<file path="config.mk">
export PLATFORM = sky130hd
export DESIGN_NAME = bcu_back
export DESIGN_NICKNAME = d
export VERILOG_FILES = /design/src/rtl/core/bcu_pkg.sv /design/src/rtl/core/bcu_back.sv
export SDC_FILE = /design/constraint.sdc
export NUM_CORES = 2
export LEC_CHECK = 0
export BUFFER_PORTS_ARGS = -buffer_cell sky130_fd_sc_hd__buf_2
export CAP_MARGIN = 15
export CORE_ASPECT_RATIO = 1.75
export CORE_MARGIN = 2
export CORE_UTILIZATION = 71
export DETAILED_ROUTE_END_ITERATION = 12
export PLACE_DENSITY = 0.93
export REMOVE_ABC_BUFFERS = 1
export SYNTH_ARGS = -nofsm -noshare
export SYNTH_HDL_FRONTEND = slang
export SYNTH_SLANG_ARGS = --single-unit
</file>
<file path="constraint.sdc">
create_clock -name clk -period 22.6 [get_ports clk]
set_input_delay 2.26 -clock clk [delete_from_list [all_inputs] [get_ports clk]]
set_output_delay 2.26 -clock clk [all_outputs]
set_load 0.05 [all_outputs]
</file>
<file path="src/rtl/core/bcu_pkg.sv">
// ----------------------------------------------------------------------------
// bcu_pkg
// Shared types and constants of the 2x bicubic upscaler.
// ----------------------------------------------------------------------------
package bcu_pkg;

	// depth of the column queue between front and back
	localparam int FQ_DEPTH = 4;
	localparam int FQ_PTR_BITS = 2;
	localparam int FQ_CNT_BITS = 3;

	localparam int IMG_WIDTH_BITS = 11;
	localparam logic [IMG_WIDTH_BITS-1:0] IMG_WIDTH_RESET = 11'd256;

	localparam int POS_BITS = 11;
	localparam int FRAC_BITS = 28;

	// Catmull-Rom taps, Q14; row 0 is t=1/3, row 1 is t=1/2
	localparam logic signed [15:0] WTAB [2][4] = '{
		'{-16'sd1214, 16'sd12743, 16'sd5461, -16'sd607},
		'{-16'sd1024, 16'sd9216, 16'sd9216, -16'sd1024}
	};

	typedef struct packed {
		logic emit_main; // window at this column is complete
		logic flush;     // last column of an output row: three zero columns follow
	} bcu_ctl_t;

endpackage

</file>
<file path="src/rtl/core/bcu_back.sv">
// ----------------------------------------------------------------------------
// bcu_back
// Holds the 4x4 window and computes the four interpolated pixels of each
// window with one vertical/horizontal multiply-accumulate datapath.
// ----------------------------------------------------------------------------
module bcu_back import bcu_pkg::*; #(
	parameter int MAX_WIDTH = 1024,
	parameter int SAMPLE_BITS = 16,
	localparam int CW = $clog2(MAX_WIDTH),
	localparam int RW = $clog2(MAX_WIDTH + 3)
) (
	input  logic                          clk,
	input  logic                          arst_n,
	input  logic                          col_avail,
	output logic                          col_pop,
	input  logic signed [SAMPLE_BITS-1:0] col0,
	input  logic signed [SAMPLE_BITS-1:0] col1,
	input  logic signed [SAMPLE_BITS-1:0] col2,
	input  logic signed [SAMPLE_BITS-1:0] col3,
	input  logic [CW-1:0]                 col_x,
	input  logic [RW-1:0]                 col_y,
	input  bcu_ctl_t                      col_ctl,
	input  logic                          res_pop,
	output logic                          res_valid,
	output logic signed [SAMPLE_BITS-1:0] res_value,
	output logic [POS_BITS-1:0]           res_x,
	output logic [POS_BITS-1:0]           res_y,
	output logic                          res_last
);

	localparam int SB = SAMPLE_BITS;
	localparam int VW = SB + 15;
	localparam int AW = SB + 31;
	localparam int QW = AW + 1 - FRAC_BITS;
	localparam logic signed [QW-1:0] QHI = QW'((64'sd1 <<< (SB - 1)) - 64'sd1);
	localparam logic signed [QW-1:0] QLO = -QHI - QW'(1);

	typedef enum logic [1:0] {S_IDLE, S_SHIFT, S_MAC, S_OUT} state_t;

	state_t state_q;
	logic signed [SB-1:0] win_q [4][4];
	logic [CW-1:0] x_q;
	logic [RW-1:0] y_q;
	bcu_ctl_t ctl_q;
	logic [1:0] k_q;
	logic [1:0] sub_q;
	logic [2:0] mj_q;

	logic issue;
	logic signed [VW-1:0] vsum;
	logic signed [VW-1:0] vsum_s1;
	logic [1:0] j_s1;
	logic vld_s1, end_s1;
	logic signed [AW-1:0] prod_s2;
	logic vld_s2, end_s2, first_s2;
	logic signed [AW-1:0] acc_q;
	logic done_q;

	logic signed [AW:0] rnd;
	logic signed [QW-1:0] q;
	logic signed [SB-1:0] sat;
	logic [1:0] k_nx;
	logic [CW+1:0] xw;
	logic [CW+2:0] ox;
	logic [RW:0] oy;
	logic out_vld_q;

	assign issue = (state_q == S_MAC) && !mj_q[2];
	assign col_pop = (state_q == S_IDLE) && col_avail;
	assign k_nx = k_q + 2'd1;

	// vertical taps of one window column
	always_comb begin
		logic signed [SB+15:0] p;
		vsum = '0;
		for (int i = 0; i < 4; i++) begin
			p = WTAB[sub_q[1]][i] * win_q[i][mj_q[1:0]];
			vsum = vsum + VW'(p);
		end
	end

	always_comb begin
		rnd = (AW+1)'(acc_q) + (AW+1)'(64'sd1 <<< (FRAC_BITS - 1));
		q = QW'(rnd >>> FRAC_BITS);
		if (q > QHI) begin
			sat = SB'(QHI);
		end else if (q < QLO) begin
			sat = SB'(QLO);
		end else begin
			sat = SB'(q);
		end
		xw = (CW+2)'(x_q) + (CW+2)'(k_q) - (CW+2)'(3);
		ox = {xw, sub_q[0]};
		oy = {y_q, sub_q[1]};
	end

	always_ff @(posedge clk or negedge arst_n) begin
		if (!arst_n) begin
			vld_s1 <= 1'b0;
			vld_s2 <= 1'b0;
			done_q <= 1'b0;
		end else begin
			vld_s1 <= issue;
			vld_s2 <= vld_s1;
			done_q <= vld_s2 && end_s2;
		end
	end

	always_ff @(posedge clk) begin
		vsum_s1 <= vsum;
		j_s1 <= mj_q[1:0];
		end_s1 <= (mj_q[1:0] == 2'd3);
		prod_s2 <= vsum_s1 * WTAB[sub_q[0]][j_s1];
		end_s2 <= end_s1;
		first_s2 <= (j_s1 == 2'd0);
		if (vld_s2) begin
			acc_q <= (first_s2 ? '0 : acc_q) + prod_s2;
		end
	end

	always_ff @(posedge clk or negedge arst_n) begin
		if (!arst_n) begin
			state_q <= S_IDLE;
			k_q <= '0;
			sub_q <= '0;
			mj_q <= '0;
			out_vld_q <= 1'b0;
		end else begin
			// in S_OUT a pop always reloads the output register below
			if (res_pop && state_q != S_OUT) begin
				out_vld_q <= 1'b0;
			end
			unique case (state_q)
				S_IDLE: begin
					if (col_avail) begin
						k_q <= '0;
						sub_q <= '0;
						mj_q <= '0;
						if (col_ctl.emit_main) begin
							state_q <= S_MAC;
						end else if (col_ctl.flush) begin
							state_q <= S_SHIFT;
						end
					end
				end
				S_SHIFT: begin
					k_q <= k_nx;
					if ((CW+2)'(x_q) + (CW+2)'(k_nx) >= (CW+2)'(3)) begin
						sub_q <= '0;
						mj_q <= '0;
						state_q <= S_MAC;
					end
				end
				S_MAC: begin
					if (!mj_q[2]) begin
						mj_q <= mj_q + 3'd1;
					end
					if (done_q) begin
						state_q <= S_OUT;
					end
				end
				S_OUT: begin
					if (!out_vld_q || res_pop) begin
						out_vld_q <= 1'b1;
						if (sub_q != 2'd3) begin
							sub_q <= sub_q + 2'd1;
							mj_q <= '0;
							state_q <= S_MAC;
						end else if (ctl_q.flush && k_q != 2'd3) begin
							state_q <= S_SHIFT;
						end else begin
							state_q <= S_IDLE;
						end
					end
				end
				default: state_q <= S_IDLE;
			endcase
		end
	end

	// window and result payload
	always_ff @(posedge clk) begin
		if (col_pop) begin
			x_q <= col_x;
			y_q <= col_y;
			ctl_q <= col_ctl;
		end
		if (col_pop || state_q == S_SHIFT) begin
			for (int i = 0; i < 4; i++) begin
				win_q[i][0] <= win_q[i][1];
				win_q[i][1] <= win_q[i][2];
				win_q[i][2] <= win_q[i][3];
			end
			win_q[0][3] <= col_pop ? col0 : '0;
			win_q[1][3] <= col_pop ? col1 : '0;
			win_q[2][3] <= col_pop ? col2 : '0;
			win_q[3][3] <= col_pop ? col3 : '0;
		end
		if (state_q == S_OUT && (!out_vld_q || res_pop)) begin
			res_value <= sat;
			res_x <= POS_BITS'(ox);
			res_y <= POS_BITS'(oy);
			res_last <= (sub_q == 2'd3) && (k_q == 2'd3 || !ctl_q.flush);
		end
	end

	assign res_valid = out_vld_q;

	a_done_in_mac: assert property (@(posedge clk) disable iff (!arst_n)
		done_q |-> state_q == S_MAC)
		else $error("accumulate finished outside MAC state");

	a_pipe_in_mac: assert property (@(posedge clk) disable iff (!arst_n)
		vld_s2 |-> state_q == S_MAC)
		else $error("product stage active outside MAC state");

	a_shift_bounded: assert property (@(posedge clk) disable iff (!arst_n)
		state_q == S_SHIFT |-> k_q != 2'd3)
		else $error("zero shift past the row end");

endmodule

</file>
## Word-level counts from Yosys, hierarchy flattened

Memory sizes are Yosys's and may differ from the RTL's.
Cells that the tools add are included.

| cells by class | value |
|---|---|
| add/subtract/negate cells | 11 |
| $mul | 5 |
| order comparisons | 7 |
| equality and inequality tests | 16 |
| muxes and demuxes | 53 |
| bitwise logic cells | 4 |
| reduce and logical (&&, ||, !) cells | 22 |

Operators with widths:

| operator | count |
|---|---|
| 64-bit 2-to-1 mux | 4 |
| 16-bit 2-to-1 mux | 15 |
| 16-bit binary-select mux with 2-bit select | 5 |
| 16-bit by 16-bit multiplier with 31-bit output | 4 |
| 59-bit 2-to-1 mux | 2 |
| 31-bit adder | 3 |
| 47-bit by 29-bit adder with 48-bit output (second input constant) | 1 |
| 47-bit adder | 1 |
| 31-bit by 16-bit multiplier with 47-bit output | 1 |
| 47-bit 2-to-1 mux | 1 |
| 2-bit 2-to-1 mux | 11 |
| 20-bit by 16-bit > comparator with 1-bit output (second input constant) | 1 |
| 20-bit by 16-bit < comparator with 1-bit output (second input constant) | 1 |
| 2-bit != test (second input constant) | 9 |
| 3-bit 2-to-1 mux | 5 |
| 5-bit AND reduction | 3 |
| 3-bit case mux with 4 select lines | 1 |
| 10-bit by 2-bit adder with 11-bit output | 1 |
| 11-bit by 2-bit >= comparator with 1-bit output (second input constant) | 1 |
| 10-bit by 2-bit adder with 10-bit output | 1 |
| 2-bit == test (second input constant) | 5 |
| 10-bit by 2-bit subtractor with 10-bit output (second input constant) | 1 |
| 2-bit case mux with 4 select lines | 1 |
| 1-bit logical AND | 7 |
| 18 further kinds | 33 |

| word-level totals | value |
|---|---|
| register bits after elaboration | 203 |
| memory bits (writable) | 256 |
| bits of input ports | 91 |
| output and inout port bits | 41 |
| logic and storage cells | 142 |
| memories kept | 1 |

Memories:

| memory | words | width | read ports | clocked after memory_dff | write ports | line | text |
|---|---|---|---|---|---|---|---|
| win_q | 4 | 64 | 4 | 0 | 4 | bcu_back.sv:41 | `logic signed [SB-1:0] win_q [4][4];` |

## Depth between registers and ports, before layout

| depth | value |
|---|---|
| depth in word-level cells | 8 |
| gate-level depth with buffers | 34 |
| mapped depth without buffers | 31 |

## Least setup slack after synthesis

OpenSTA, ideal clock, no wires.

| timing path | value |
|---|---|
| path kind | input-to-reg |
| from | in col_avail |
| to | reg mj_q[0] |
| library setup time | 0.125 ns |
| arrival | 14.121 ns |
| data required time | 22.475 ns |
| path slack | 8.354 ns |
| stages on the path | 7 |
| buffers on the path | 0 |
| path through | nor2_1 -> nor2_1 -> a21oi_1 -> a21oi_1 -> and2_1 -> o21ai_1 -> mux2_2 |

| on the way | value |
|---|---|
| word-level cells in the longest chain between the ends | 2 |

Ends and longest elaborated chain:

| what | line | text |
|---|---|---|
| from (decl) | bcu_back.sv:14 | `input logic col_avail,` |
| 2-bit != test (no source line) | -- |  |
| 5-bit AND reduction (no source line) | -- |  |
| to (signal assigned) | bcu_back.sv:156 | `mj_q <= mj_q + 3'd1;` |
| to (decl) | bcu_back.sv:47 | `logic [2:0] mj_q;` |

Every way passes these cells.
A chain may end at the register's enable or synchronous reset.

## Worst setup path after layout

| timing path | value |
|---|---|
| from | reg mj_q[0] |
| to | reg vsum_s1[30] |

| on the way | value |
|---|---|
| word-level cells in the longest chain between the ends | 8 |
| elaborated cells between the ends (all ways) | 20 |

Ends and longest elaborated chain:

| what | line | text |
|---|---|---|
| 2-bit NOT with 3-bit output (not written as such) (*) | bcu_back.sv:77 | `p = WTAB[sub_q[1]][i] * win_q[i][mj_q[1:0]];` |
| 16-bit binary-select mux with 2-bit select | bcu_back.sv:77 |  |
| 16-bit 2-to-1 mux (not written as such) (2 in series) | bcu_back.sv:77 |  |
| 16-bit by 16-bit multiplier with 31-bit output | bcu_back.sv:77 |  |
| 31-bit adder (2 in series) | bcu_back.sv:78 | `vsum = vsum + VW'(p);` |
| 31-bit adder (*) | bcu_back.sv:78 |  |
| via vsum[30] | bcu_back.sv:50 | `logic signed [VW-1:0] vsum;` |
| to (signal assigned) | bcu_back.sv:110 | `vsum_s1 <= vsum;` |
| to (decl) | bcu_back.sv:51 | `logic signed [VW-1:0] vsum_s1;` |

Mark *: on every way through the listed nets, which the timed path passes. The rest lies on a longest branch. The select of a mux whose other input is x is not followed.

==> impl_metrics.ini <==
[clock_network]
cts_setup_buffers = 0
numCtsBuffers = 43
clk_latency_ns = 0.62
cts_tree = built
clk_pin_slew_ns = 0.07
htreeDepth = 2
clk_path_buf_depth = 3
cts_resized = 0
cts_num_sinks = 459
cts_root_buffer = clkbuf_16
ctsHoldBuffers = 0

[critical_path]
reg2reg_from = mj_q[0]$_DFFE_PN0P_
cpMaxStageDelayCell = mux4_2
r2r_cells = 28
path_delay_family = adder cells
reg2reg_setup_slack_ns = 11.99
r2r-end = vsum_s1[30]$_DFF_P_
max_stage_delay_ns = 0.71
crit_start = mj_q[0]$_DFFE_PN0P_
cp-start-kind = flop
path_depth = 28
worst_ep_arrival_time_ns = 11.10
path_buf_inv = 7
worstPathMaxFanout = 33
critPathRequiredTime_ns = 23.08
end_kind = flop
path_common_cell = fa_1
crit_type = reg2reg

[synthesis]
synth_edf_count = 363
synth.top_cell.area_share_pct = 35.8
ys.warnings.count = 0
synthTopCellsByArea = fa_1 36%, edfxtp_1 20%, ha_1 13%
yosysTopAreaCell = fa_1
syn_inst = 5007
async_reset_ff_share_pct = 2.83
synth.yosys.seq_area_share_pct = 23.2
ys_ff_latch = 459
syn-cell-area_sq_um = 55500
synthFlopType = edfxtp_1
syn_avg_cell_area_sq_um = 11.1
synth.distinct_cells = 85

[sta]
min_period_ns = 10.61
rsz0062_at_grt = no
tightest_slew_ns = 1.20
skew_ns = 0.0362
setup_viol = 0
slew_headroom_pct = 20.3
max_freq_mhz = 94.2
whs_ns = 0.332
fin_tns_setup_ns = 0
maxSlewViolCount = 0
timing.final.crit_share_pct = 47.0
hold_viol_final = 0

[finish]
drive_gt1_share_pct = 6.99
n_fill_cell = 4684
area_delta_synth_final_pct = 5.76
stdcell_area_sq_um = 58700
finalNetCount = 6745
fin_cells = 6153

[hold_path]
hp-start = end_s1$_DFF_P_
whs_path_depth = 0
worstHoldEndpoint = end_s2$_DFF_P_
hp-class = reg2reg

[global_route]
antenna_found_initial = 3
grtUsageTotal_pct = 35.7
grt_pass1_wl_mm = 217
grt_max_degree = 165
first_global_vias = 42500
globalRouteOverflowTotal = 0

[detailed_routing]
avgRoutedWirePerCell_um = 22.2
route.detailed.drc = 0
ant_nets = 0
wirelength_mm = 137
dr.pass1.iters = 6
vias_per_cell = 5.90
drtIter0Drc = 2370
dr_total_vias = 36300

[floorplan]
num_io_pins = 132
die-area_sq_um = 80500
die_x_um = 215
core-area_sq_um = 77400
start_util_pct = 71.8
fp.dieH_um = 374
rows = 135

[place]
dp.cells = 6069
place_congestion = 0.986
io_buffers = 130
dp_hpwl_mm = 111
postPlaceCellArea_sq_um = 57200

[outcome]
outcome = complete, no violations

[job]
drv_cap = 0
[cells by family after synthesis]
family	share of synthesized area (%)
buf+inv	9.48
xor+xnor	2.45
simple gates	8.64
flops	23.2
other cells	0.0135
compound gates	4.85
mux	2.69
fa+ha+maj	48.7
[layout make-up]
cell class	count	area, sq um	share of cell area [%]
tap	1027	1280	2.19
inverter	1281	4810	8.19
sequential	459	12900	22.0
clock inverter	28	251	0.428
multi-input combinational	3151	37400	63.7
timing repair buffer	155	888	1.51
antenna	3	7.51	0.0128
clock buffer	49	1150	1.96
[cell usage after synthesis, types with 17 or more instances]
library cell,instances
fa_1,994
nor2b_1,149
nand2b_1,44
o21a_1,22
mux4_2,64
o21ai_0,60
and3_1,17
nand3_1,31
or2_2,31
a21o_1,80
a21oi_1,108
xnor2_1,104
and2_1,133
inv_1,1281
nor2_1,185
xor2_1,51
clkbuf_1,107
nor3_1,19
ha_1,569
edfxtp_1,363
dfxtp_1,83
nand2_1,307
[registers in the layout (all words and copies together), names as in the netlist, 2 cells and up]
| signal | count |
|---|---|
| vsum_s1 | 31 |
| state_q | 2 |
| x_q | 10 |
| res_x | 11 |
| mj_q | 3 |
| res_value | 16 |
| y_q | 10 |
| win_q | 256 |
| k_q | 2 |
| sub_q | 2 |
| j_s1 | 2 |
| res_y | 11 |
| acc_q | 47 |
| prod_s2 | 47 |
[how the worst max path moves through the flow]
| stage | end |
|---|---|
| floorplan | mj_q[0]$_DFFE_PN0P_ |
| global placement | vsum_s1[30]$_DFF_P_ |
| detailed placement | vsum_s1[30]$_DFF_P_ |
| CTS | vsum_s1[30]$_DFF_P_ |
| global route | vsum_s1[30]$_DFF_P_ |
| finish | vsum_s1[30]$_DFF_P_ |
[cell usage in the layout (no fill, tap or decap), drive strengths merged, types with 7 or more instances in the layout]
cell type	n
inv	1287
fa	994
ha	569
edfxtp	363
nand2	307
nor2	186
buf	154
nor2b	149
and2	133
a21oi	111
xnor2	104
dfxtp	83
a21o	80
o21ai	72
mux4	64
xor2	51
clkbuf	49
nand2b	44
or2	31
nand3	31
o21a	22
nor3	22
and3	17
o21bai	15
a31oi	15
clkinv	15
nand4	14
a211oi	13
dfrtp	13
or3	9
o31ai	8
a21boi	7
o211ai	7
[per-stage QoR]
stage	util [%]	setup slack [ns]
final	75.9	11.99
after global placement	74.0	12.23
after global routing	75.9	11.54
after floorplan	-	8.35
after CTS	75.8	11.94
after detailed placement	74.0	11.99
[per-layer routing]
layer	up-vias	track usage (%)	wire, um
met4	2	35.9	16800
met5	-	0	9
met3	887	7.09	7340
met2	1531	64.2	72600
met1	18200	32.2	40000
li1	15700	-	-
Power is not shown: default switching activity piles up to over one toggle a cycle in this logic, so the estimate is an artifact.
