===== src/rtl/core/bcu_pkg.sv =====
// ----------------------------------------------------------------------------
// bcu_pkg
// Shared types and constants of the 2x bicubic upscaler.
// ----------------------------------------------------------------------------
package bcu_pkg;

	// depth of the column queue between front and back
	localparam int FQ_DEPTH = 4;
	localparam int FQ_PTR_BITS = 2;
	localparam int FQ_CNT_BITS = 3;

	localparam int IMG_WIDTH_BITS = 11;
	localparam logic [IMG_WIDTH_BITS-1:0] IMG_WIDTH_RESET = 11'd256;

	localparam int POS_BITS = 11;
	localparam int FRAC_BITS = 28;

	// Catmull-Rom taps, Q14; row 0 is t=1/3, row 1 is t=1/2
	localparam logic signed [15:0] WTAB [2][4] = '{
		'{-16'sd1214, 16'sd12743, 16'sd5461, -16'sd607},
		'{-16'sd1024, 16'sd9216, 16'sd9216, -16'sd1024}
	};

	typedef struct packed {
		logic emit_main; // window at this column is complete
		logic flush;     // last column of an output row: three zero columns follow
	} bcu_ctl_t;

endpackage


===== src/rtl/core/bcu_fifo.sv =====
// ----------------------------------------------------------------------------
// bcu_fifo
// Short queue of column items between the front and the back.
// ----------------------------------------------------------------------------
module bcu_fifo import bcu_pkg::*; #(
	parameter int DW = 8
) (
	input  logic                   clk,
	input  logic                   arst_n,
	input  logic                   push,
	input  logic [DW-1:0]          push_data,
	input  logic                   pop,
	output logic [DW-1:0]          pop_data,
	output logic [FQ_CNT_BITS-1:0] count
);

	logic [DW-1:0]          mem_q [FQ_DEPTH];
	logic [FQ_PTR_BITS-1:0] wr_ptr_q;
	logic [FQ_PTR_BITS-1:0] rd_ptr_q;
	logic [FQ_CNT_BITS-1:0] cnt_q;

	assign pop_data = mem_q[rd_ptr_q];
	assign count = cnt_q;

	always_ff @(posedge clk or negedge arst_n) begin
		if (!arst_n) begin
			wr_ptr_q <= '0;
			rd_ptr_q <= '0;
			cnt_q <= '0;
		end else begin
			if (push) begin
				wr_ptr_q <= wr_ptr_q + 1'b1;
			end
			if (pop) begin
				rd_ptr_q <= rd_ptr_q + 1'b1;
			end
			if (push && !pop) begin
				cnt_q <= cnt_q + 1'b1;
			end else if (pop && !push) begin
				cnt_q <= cnt_q - 1'b1;
			end
		end
	end

	always_ff @(posedge clk) begin
		if (push) begin
			mem_q[wr_ptr_q] <= push_data;
		end
	end

	a_no_overflow: assert property (@(posedge clk) disable iff (!arst_n)
		push |-> (cnt_q != FQ_CNT_BITS'(FQ_DEPTH) || pop))
		else $error("column queue overflow");

	a_no_underflow: assert property (@(posedge clk) disable iff (!arst_n)
		pop |-> cnt_q != '0)
		else $error("column queue underflow");

endmodule


===== config.mk =====
export PLATFORM = sky130hd
export DESIGN_NAME = bcu_fifo
export DESIGN_NICKNAME = d
export VERILOG_FILES = /design/src/rtl/core/bcu_pkg.sv /design/src/rtl/core/bcu_fifo.sv
export SDC_FILE = /design/constraint.sdc
export NUM_CORES = 1
export LEC_CHECK = 0
export BUFFER_PORTS_ARGS = -buffer_cell sky130_fd_sc_hd__buf_2
export CORE_ASPECT_RATIO = 1.25
export CORE_MARGIN = 2
export CORE_UTILIZATION = 40
export DETAILED_ROUTE_END_ITERATION = 10
export GPL_TIMING_DRIVEN = 1
export MAX_ROUTING_LAYER = met4
export PLACE_DENSITY_LB_ADDON = 0.12
export SETUP_SLACK_MARGIN = 0.1
export SYNTH_ARGS = -nofsm -noshare
export SYNTH_HDL_FRONTEND = slang
export SYNTH_SLANG_ARGS = --single-unit

===== constraint.sdc =====
create_clock -name clk -period 2.4 [get_ports clk]
set_input_delay 0.48 -clock clk [delete_from_list [all_inputs] [get_ports clk]]
set_output_delay 0.48 -clock clk [all_outputs]
set_load 0.01 [all_outputs]

======== After elaboration in Yosys (flattened, before gate mapping) ========
Memories as Yosys holds them, arrays and structs flattened.
Cells that the tools add are included.
word-level totals
  word-level logic and storage cells ...... 17
  register bits ........................... 7
  memories kept ........................... 1
  bits of input ports ..................... 12
  output and inout port bits .............. 11
  RAM bits ................................ 32
memory list
  memory  depth  bits a word  read ports  clocked after memory_dff  wr ports  line            source
  mem_q   4      8            1           0                         1         bcu_fifo.sv:17  logic [DW-1:0] mem_q [FQ_DEPTH];
cells by class
  reduce and logical (&&, ||, !) cells .... 5
  add/subtract/negate cells ............... 4
  mux-type cells .......................... 4
operator list
  kind                                                                 count
  3-bit two-way mux                                                    2
  2-bit by 1-bit adder with 2-bit output (second input constant)       2
  3-bit by 1-bit adder with 3-bit output (second input constant)       1
  3-bit by 1-bit subtractor with 3-bit output (second input constant)  1
  1-bit logical AND                                                    2
  1-bit zero test                                                      2
  1-bit two-way mux                                                    2
  2-bit nonzero test                                                   1

======== Depth between registers and ports, before layout ========
Gate-level depths: netlist of run 1.
  depth after elaboration ................. 4
  gate-level depth with buffers ........... 7
  mapped depth without buffers ............ 7

======== Least setup slack after synthesis of run 1 ========
Ideal clock, no wire load.
  path type ............................... input-to-reg
  from .................................... input pop
  to ...................................... register cnt_q[2] (netlist: count[2])
  setup slack ............................. 855 ps
  buffers on the path ..................... 0
  setup time .............................. 79 ps
  arrival ................................. 1466 ps
  data required time ...................... 2321 ps
  stages .................................. 7
  cell sequence ........................... inv_1 ha_1 inv_1 fa_1 xor2_1 nor2_1 xor2_1
between the ends
  cells in the longest elaborated chain, start to end .. 3
  elaborated cells on any way between the ends .. 5
  classes of those cells .................. 1 x mux; 4 x reduce/logical
ends and longest elaborated chain
  item                                                     line            source
  from (decl)                                              bcu_fifo.sv:12  input logic pop,
  1-bit zero test                                          bcu_fifo.sv:37  if (push && !pop) begin
  1-bit logical AND                                        bcu_fifo.sv:37
  3-bit two-way mux or 2-bit nonzero test (tied branches)  n/a
  to (signal assigned)                                     bcu_fifo.sv:38  cnt_q <= cnt_q + 1'b1;
  to (signal assigned)                                     bcu_fifo.sv:40  cnt_q <= cnt_q - 1'b1;
  to (decl)                                                bcu_fifo.sv:20  logic [FQ_CNT_BITS-1:0] cnt_q;
Several ways; a longest one is shown, not always the timed one.
A chain may end at the register's enable or synchronous reset.

======== Worst setup path after layout of run 1 ========
  from .................................... register rd_ptr_q[0]
  to ...................................... output pop_data[1]
between the ends
  cells in the longest elaborated chain, start to end .. 1
ends and longest elaborated chain
  item                    line            source
  from (decl)             bcu_fifo.sv:19  logic [FQ_PTR_BITS-1:0] rd_ptr_q;
  from (signal assigned)  bcu_fifo.sv:35  rd_ptr_q <= rd_ptr_q + 1'b1;
  memory 4 x 8 bit        n/a
  to (decl)               bcu_fifo.sv:13  output logic [DW-1:0] pop_data,
No other way between the ends.

==> impl_summary.md, run 1 <==
Status
The flow ran to the end, and the final reports show no timing, DRC or antenna violations.

Die
The vertical extent of the die is 73.27 um. The area of the die is between 4000 and 5000 um2. The standard-cell row count is 25.

After floorplanning, the core was sized to cover between 3000 and 4000 um2. The horizontal extent of the die is around 59 um. The total I/O pin count is 23. For this configuration, the core starts out at a cell density of 0.4124.

Finish
The most common library cell in the layout ignoring fill and taps is edfxtp_1. In the layout the commonest cells are edfxtp_1, buf_2, mux4_2, dfrtp_1. The layout net count is between 100 and 150. The area growth from synthesis to final layout is 17.20%. The multi-input gate area in the final layout is around 370 um2.

The total inserted antenna cells is 0. Registers take approximately 1100 um2. In the final layout, the share of cells above drive strength 1 is 0.3883. The layout has around 320 filler cells.

Worst setup path
STA classifies the critical path startpoint as a flip-flop. The arrival time of the worst setup path is between 1.5 and 2 ns. The maximum fanout count along the critical path is 7. The required time reported for the critical path endpoint is 1.92 ns.

STA classifies the critical path endpoint as an output port. The worst setup path is of the reg2out kind.

Detailed routing
The number of detailed-route iterations in the first pass is 4. The post-route antenna net violation count is 0. After detailed routing, the total wire length is 2321 um. In the final routed layout, each cell accounts on average for approximately 16 um.

After the first detailed-routing iteration, the DRC count stood at 23. In the routed layout, each cell is associated on average with a via count of between 5 and 6. The total number of vias is a little over 700. After detailed routing, the number of remaining DRC violations is 0.

STA
Based on the critical path, the design can be clocked at up to around 470 MHz. The count of endpoints failing hold in the final timing report is 0. Setup slack closes at between 0.2 and 0.3 ns.

The count of pins over their slew limit is 0. The final-layout setup total negative slack is 0 ns. The clock period minus worst slack is between 2 and 2.5 ns. Setup repair after global routing left no endpoint under its margin.

Setup violations remaining at the end of the flow were counted as 0. The final period utilization is 0.8868. At the pin with the least slew margin, the transition time is about 0.45 ns. The worst pin sits at a relative slew slack of 0.6975. The final setup skew is ~0.0046 ns.

Global routing
The initial antenna violation count is 0. The total grt overflow is 0. The number of global-route vias before repair came to 760.

The first global-routing pass estimated around 3700 um of wire. In the global route stage, overall resource usage came out at 0.1327. Entering global routing, the biggest net connects 14 pins.

Synth
The number of cells produced by synthesis is 74. For this run, the register share of the synthesized area comes to 0.7400. The number of synthesized register bits is 39.

The number of distinct library cell variants in the gate-level netlist after synthesis is 15. The netlist area before placement is ~1500 um2. After synthesis, the mean cell area works out to between 20 and 25 um2. For this run, the number of Yosys warnings is 0.

Synthesis produced a netlist with a net count of 92.

Place
The half-perimeter wire length after detailed placement is 1600 um. Prior to clock tree synthesis, the placed netlist has a worst setup slack of around 0.57 ns. The weighted congestion reported at the end of routability-driven placement is between 0.6 and 0.7. The total of buffers placed on input and output ports is 22.

Power
IR analysis of the VDD net gives a maximum drop of 0.4680 mV. Power spread over the standard cell area amounts to approximately 1200 nW/um2. The sum of internal, switching and leakage power is around 2.1 mW. In this run the static leakage power is ~0.7 nW.

Flow run
Across the run, the number of max-cap violations was 0.

CTS
The number of clock buffers added by TritonCTS is 5. Buffers inserted to repair hold after CTS numbered 0. Gates resized during post-CTS repair numbered 0. The clock reaches the later pin of the worst-skew pair after 0.29 ns. Clock tree synthesis selected as its root buffer the cell clkbuf_8.

The longest clock path from root to sink contains 2 buffers. CTS saw 39 sinks. After clock tree synthesis, the setup repair step added 0 buffers.

The maximum level of the CTS H-tree is 2. The clock-pin slew on the worst setup and hold paths is about 0.070 ns. TritonCTS built the clock tree.

Worst hold path
The path class of the tightest hold or removal check is in2async.
## logic make-up after synthesis
group	synth area share
muxes	0.1247
adders and majority gates	0.05379
and+or+nand+nor	0.02363
AOI/OAI and AO/OA	0.003257
xor gates and xnor gates	0.03423
DFF	0.7400
buffers and inverters	0.02037
## worst paths after layout
kind	startpoint	to	slack (ns)	cells after the start
worst max-delay path	rd_ptr_q[0]	pop_data[1]	0.27	3
worst min-delay path	arst_n	rd_ptr_q[0]	0.01	1
worst max register to register	wr_ptr_q[0]	mem_q[0][1]	0.99	3
worst min register to register	count[2]	count[2]	0.47	1
max in group asynchronous	arst_n	wr_ptr_q[1]	2.22	1
min in group clk	push_data[0]	mem_q[3][0]	0.40	1
## synth_stat cells
library cell	count	area share
edfxtp_1	32	0.63
xnor2_1	2	0.011
mux4_2	8	0.12
and2_1	4	0.016
dfrtp_1	7	0.11
nor2_1	1	0.0024
buf_6	1	0.0073
mux2_2	1	0.0073
buf_2	1	0.0033
inv_1	4	0.0098
fa_1	1	0.013
ha_1	5	0.041
nand2_1	2	0.0049
xor2_1	4	0.023
o21ai_0	1	0.0033
## metrics by stage
step                utilization  hold WS, ns  area [um2]  instances
detailed placement       0.4531       0.3340        1687        135
CTS                      0.4834      0.01455        1799        143
finish                   0.4834      0.01008        1799        143
global route             0.4834      0.02134        1799        143
floorplan                     -       0.1844        1535         74
global placement         0.4531       0.3288        1687        135
## layout make-up
cell class              instances  area share
flip-flops and latches         39      0.6314
multi-input cells              29      0.2045
repair buffers                 23     0.06537
clock buffers                   5     0.03825
well taps                      40     0.02782
clock inverters                 3     0.02434
inverters                       4    0.008345
## worst max-delay path, stage by stage, from the launching register on
cell and delay, ns:
dfrtp_1 0.46, buf_4 0.24, mux4_2 0.51, buf_2 0.15
## where the power goes
part           internal [mW]  switching (mW)  leakage (nW)
sequential             0.907           0.110         0.376
clock                  0.309           0.229        0.0581
combinational          0.311           0.282         0.252
## per-layer routing
layer	GRT usage	up-vias	routed length [um]
met3	0.03697	7	170
met1	0.1504	352	950
li1	-	333	-
met2	0.1905	26	1120
met5	-	-	0
met4	0.1136	0	79
## registers in the layout, indices dropped and copies added (netlist names)
signal / flops
rd_ptr_q: 2
wr_ptr_q: 2
mem_q: 32
count: 3
(Power assumes the default switching activity.)
==> inputs of run 2 (changes only) <==
==> constraint.sdc (replaced) <==
create_clock -name clk -period 1.71 [get_ports clk]
set_input_delay 0.342 -clock clk [delete_from_list [all_inputs] [get_ports clk]]
set_output_delay 0.342 -clock clk [all_outputs]
set_load 0.01 [all_outputs]
==> run 2 against run 1 <==
Against the previous run:
- the run now ends with negative setup slack left
- utilization up 1.8 points
- register-to-register slack worse by 0.67 ns
- wire length up 2.1%
- sequential power up 39%
- critical path depth unchanged
==> impl_summary.md, run 2 (synthesis results as in run 1) <==
Worst setup path
The end of the worst register-to-register path is mem_q[1][2]. The required time reported for the critical path endpoint is 1.37 ns (-0.55 ns). The setup slack on the worst flop-to-flop path is 0.32 ns (-0.67 ns). By startpoint and endpoint, the worst setup path is classified as reg2out. The maximum fanout count along the critical path came to 5 (-2). The number of cells on the worst reg-to-reg path came to 3 (unchanged). The arrival time of the worst setup path is 1.46 ns (-0.19 ns). The worst setup path is launched from a flip-flop.

STA classifies the critical path endpoint as an output port. The critical register-to-register path startpoint is wr_ptr_q[1].

Finish
In the layout the commonest cells are edfxtp_1, buf_2, mux4_2, buf_6, dfrtp_1. The flip-flop count of the largest register after layout came to 32 (unchanged). The layout net count is 127 (+5.8%). The area growth from synthesis to layout is 21.68%.

The final instance count without filler cells is 150 (+4.9%). The area of all placed cells without fillers was 1868 um2 (+3.8%). The utilization of the core after routing came to 0.5018 (+0.01849).

The total inserted antenna cells is 0 (unchanged). The most common library cell in the layout ignoring fill and taps is edfxtp_1. mem_q holds more flip-flops than any other register.

The fraction of final layout cells sized beyond drive strength 1 was 0.4000 (+0.01165).

STA
The count of endpoints failing hold in the final timing report is 0 (unchanged). The final-layout setup total negative slack is -0.7108 ns (-0.7108 ns). The final count of negative-setup-slack endpoints is 8 (+8).

The final setup skew is 0.004251 ns (-0.0003555 ns). The routed design could run at a clock period as short as 1.805 ns. The slack of the critical path is -0.09548 ns (-0.3673 ns). Based on the critical path, the design can be clocked at up to 553.9 MHz.

The relative slew slack is 0.7004 (+0.002829). The final period utilization is 1.056. The count of pins over their slew limit was 0 (unchanged).

Setup repair after global routing could not meet its margin everywhere. The pin slew with the least headroom to its limit is 0.4495 ns (-0.004243 ns).

Place
The post-placement cell count is 139 (+3.0%). The total of buffers placed on input and output ports is 22 (unchanged). The worst slack after detailed placement is 0.09762 ns (-0.4679 ns). The weighted congestion reported at the end of routability-driven placement was 0.6183 (+0.63%). The total cell area at the placement stage came to 1717 um2 (+1.8%).

Global routing
The pin count of the biggest net entering global routing came to 12 (-2). The total grt overflow is 0 (unchanged). The number of global-route vias before repair came to 806 (+6.1%). The initial antenna violation count came to 0 (unchanged). The total global routing track utilization is 0.1351 (+0.002316). The first-pass GRT wire length came to 3857 um (+3.9%).

Status
The checks that failed: negative setup slack. The run finished, with violations left.

Die
The area of the core is 3722 um2 (unchanged). The horizontal extent of the die is 59.41 um (unchanged). The area of the die is 4353 um2 (unchanged). The total I/O pin count is 23 (unchanged). The vertical extent of the die was 73.27 um (unchanged). The standard-cell row count is 25 (unchanged).

The starting density of the core was 0.4124 (unchanged).

Power
The maximum resistive drop on vdd is 0.6583 mV (+41%). The leakage component of the power is 0.7190 nW (+4.9%). The total power per unit cell area is 1637 nW/um2 (+37%).

CTS
The maximum level of the CTS H-tree is 2 (unchanged). The clock tree root buffer cell is clkbuf_8. The clock buffer count from CTS was 5 (unchanged).

The clock-pin slew on the worst setup and hold paths is 0.07 ns (about the same). The maximum buffer depth of the clock tree is 2 (unchanged). The insertion delay to the later sink of the worst-skew pair is 0.29 ns (about the same). The clock net sink count is 39 (unchanged). TritonCTS built the clock tree.

Detailed routing
The final routed DRC violation total was 0 (unchanged). The via-per-instance ratio is 4.953 (-1.3%). The number of DRC violations after detailed-routing iteration 0 is 32 (+39%). The post-route antenna net violation count was 0 (unchanged). The total number of vias is 743 (+3.5%). The number of detailed-route iterations in the first pass is 3 (-1). The routed wire length per instance is 15.80 um (-2.7%).

The aggregate routed wire length is 2370 um (+2.1%).

Flow run
The number of maximum-capacitance violations is 0 (unchanged).

Worst hold path
Counting instances, the worst hold path has a depth of 1. The worst hold-check path type is in2reg. The launch point of the worst hold path is push_data[6]. The destination of the worst hold path is mem_q[1][6].
-- run 2: cell types whose count changed in the layout (fill, tap and decap cells not counted), sizes merged --
| cell | change |
|---|---|
| clkinv | -1 |
| buf | +6 |
| dlygate4sd3 | +1 |
| clkbuf | +2 |
| bufinv | -1 |
-- run 2: cell type report --
cell class | count | area [um2]
timing repair buffer | 30 | 217.7
sequential | 39 | 1136
multi-input combinational | 29 | 367.9
inverter | 4 | 15.01
clock buffer | 7 | 76.32
tap | 40 | 50.05
fill | 319 | 1854
clock inverter | 1 | 5.005
-- run 2: where the power goes --
group / switching, mW / internal (mW) / total [mW]
clock: 0.292 / 0.286 / 0.577
combinational: 0.447 / 0.614 / 1.06
sequential: 0.147 / 1.27 / 1.42
total: 0.885 / 2.17 / 3.06
-- run 2: per-layer routing --
layer  track usage  share of wire
met1        0.1420           0.41
met2        0.2198           0.52
met3       0.05458          0.052
met4       0.06061          0.021
met5             -              0
-- run 2: worst max-delay path by stage --
stage,from,to,slack (ns),cells past startpoint
floorplan,pop,count[2],0.30,7
global placement,pop,count[2],0.15,8
detailed placement,pop,count[2],0.1,8
CTS,rd_ptr_q[0],pop_data[7],-0.11,3
global route,rd_ptr_q[0],pop_data[5],-0.16,3
finish,rd_ptr_q[0],pop_data[5],-0.1,3
-- run 2: what timing repair did --
action | 4_1_cts | 5_1_grt
hold buffers | 1 | 0
gates resized for setup | 2 | 6
hold endpoints to repair | 7 | 0
setup endpoints to repair | 8 | 8
setup buffers | 1 | 1
-- run 2: critical path: stages (launching register included) --
cell	delay, ns
dfrtp_1	0.39
buf_6	0.15
mux4_2	0.51
buf_6	0.14
-- run 2: per-stage QoR --
stage | hold WS [ns] | power [mW]
6_report | 0.2662 | 3.058
3_3_place_gp | 0.1834 | 2.329
2_1_floorplan | 0.04641 | 2.013
4_1_cts | 0.2606 | 2.959
3_5_place_dp | 0.1841 | 2.342
5_1_grt | 0.2599 | 3.239
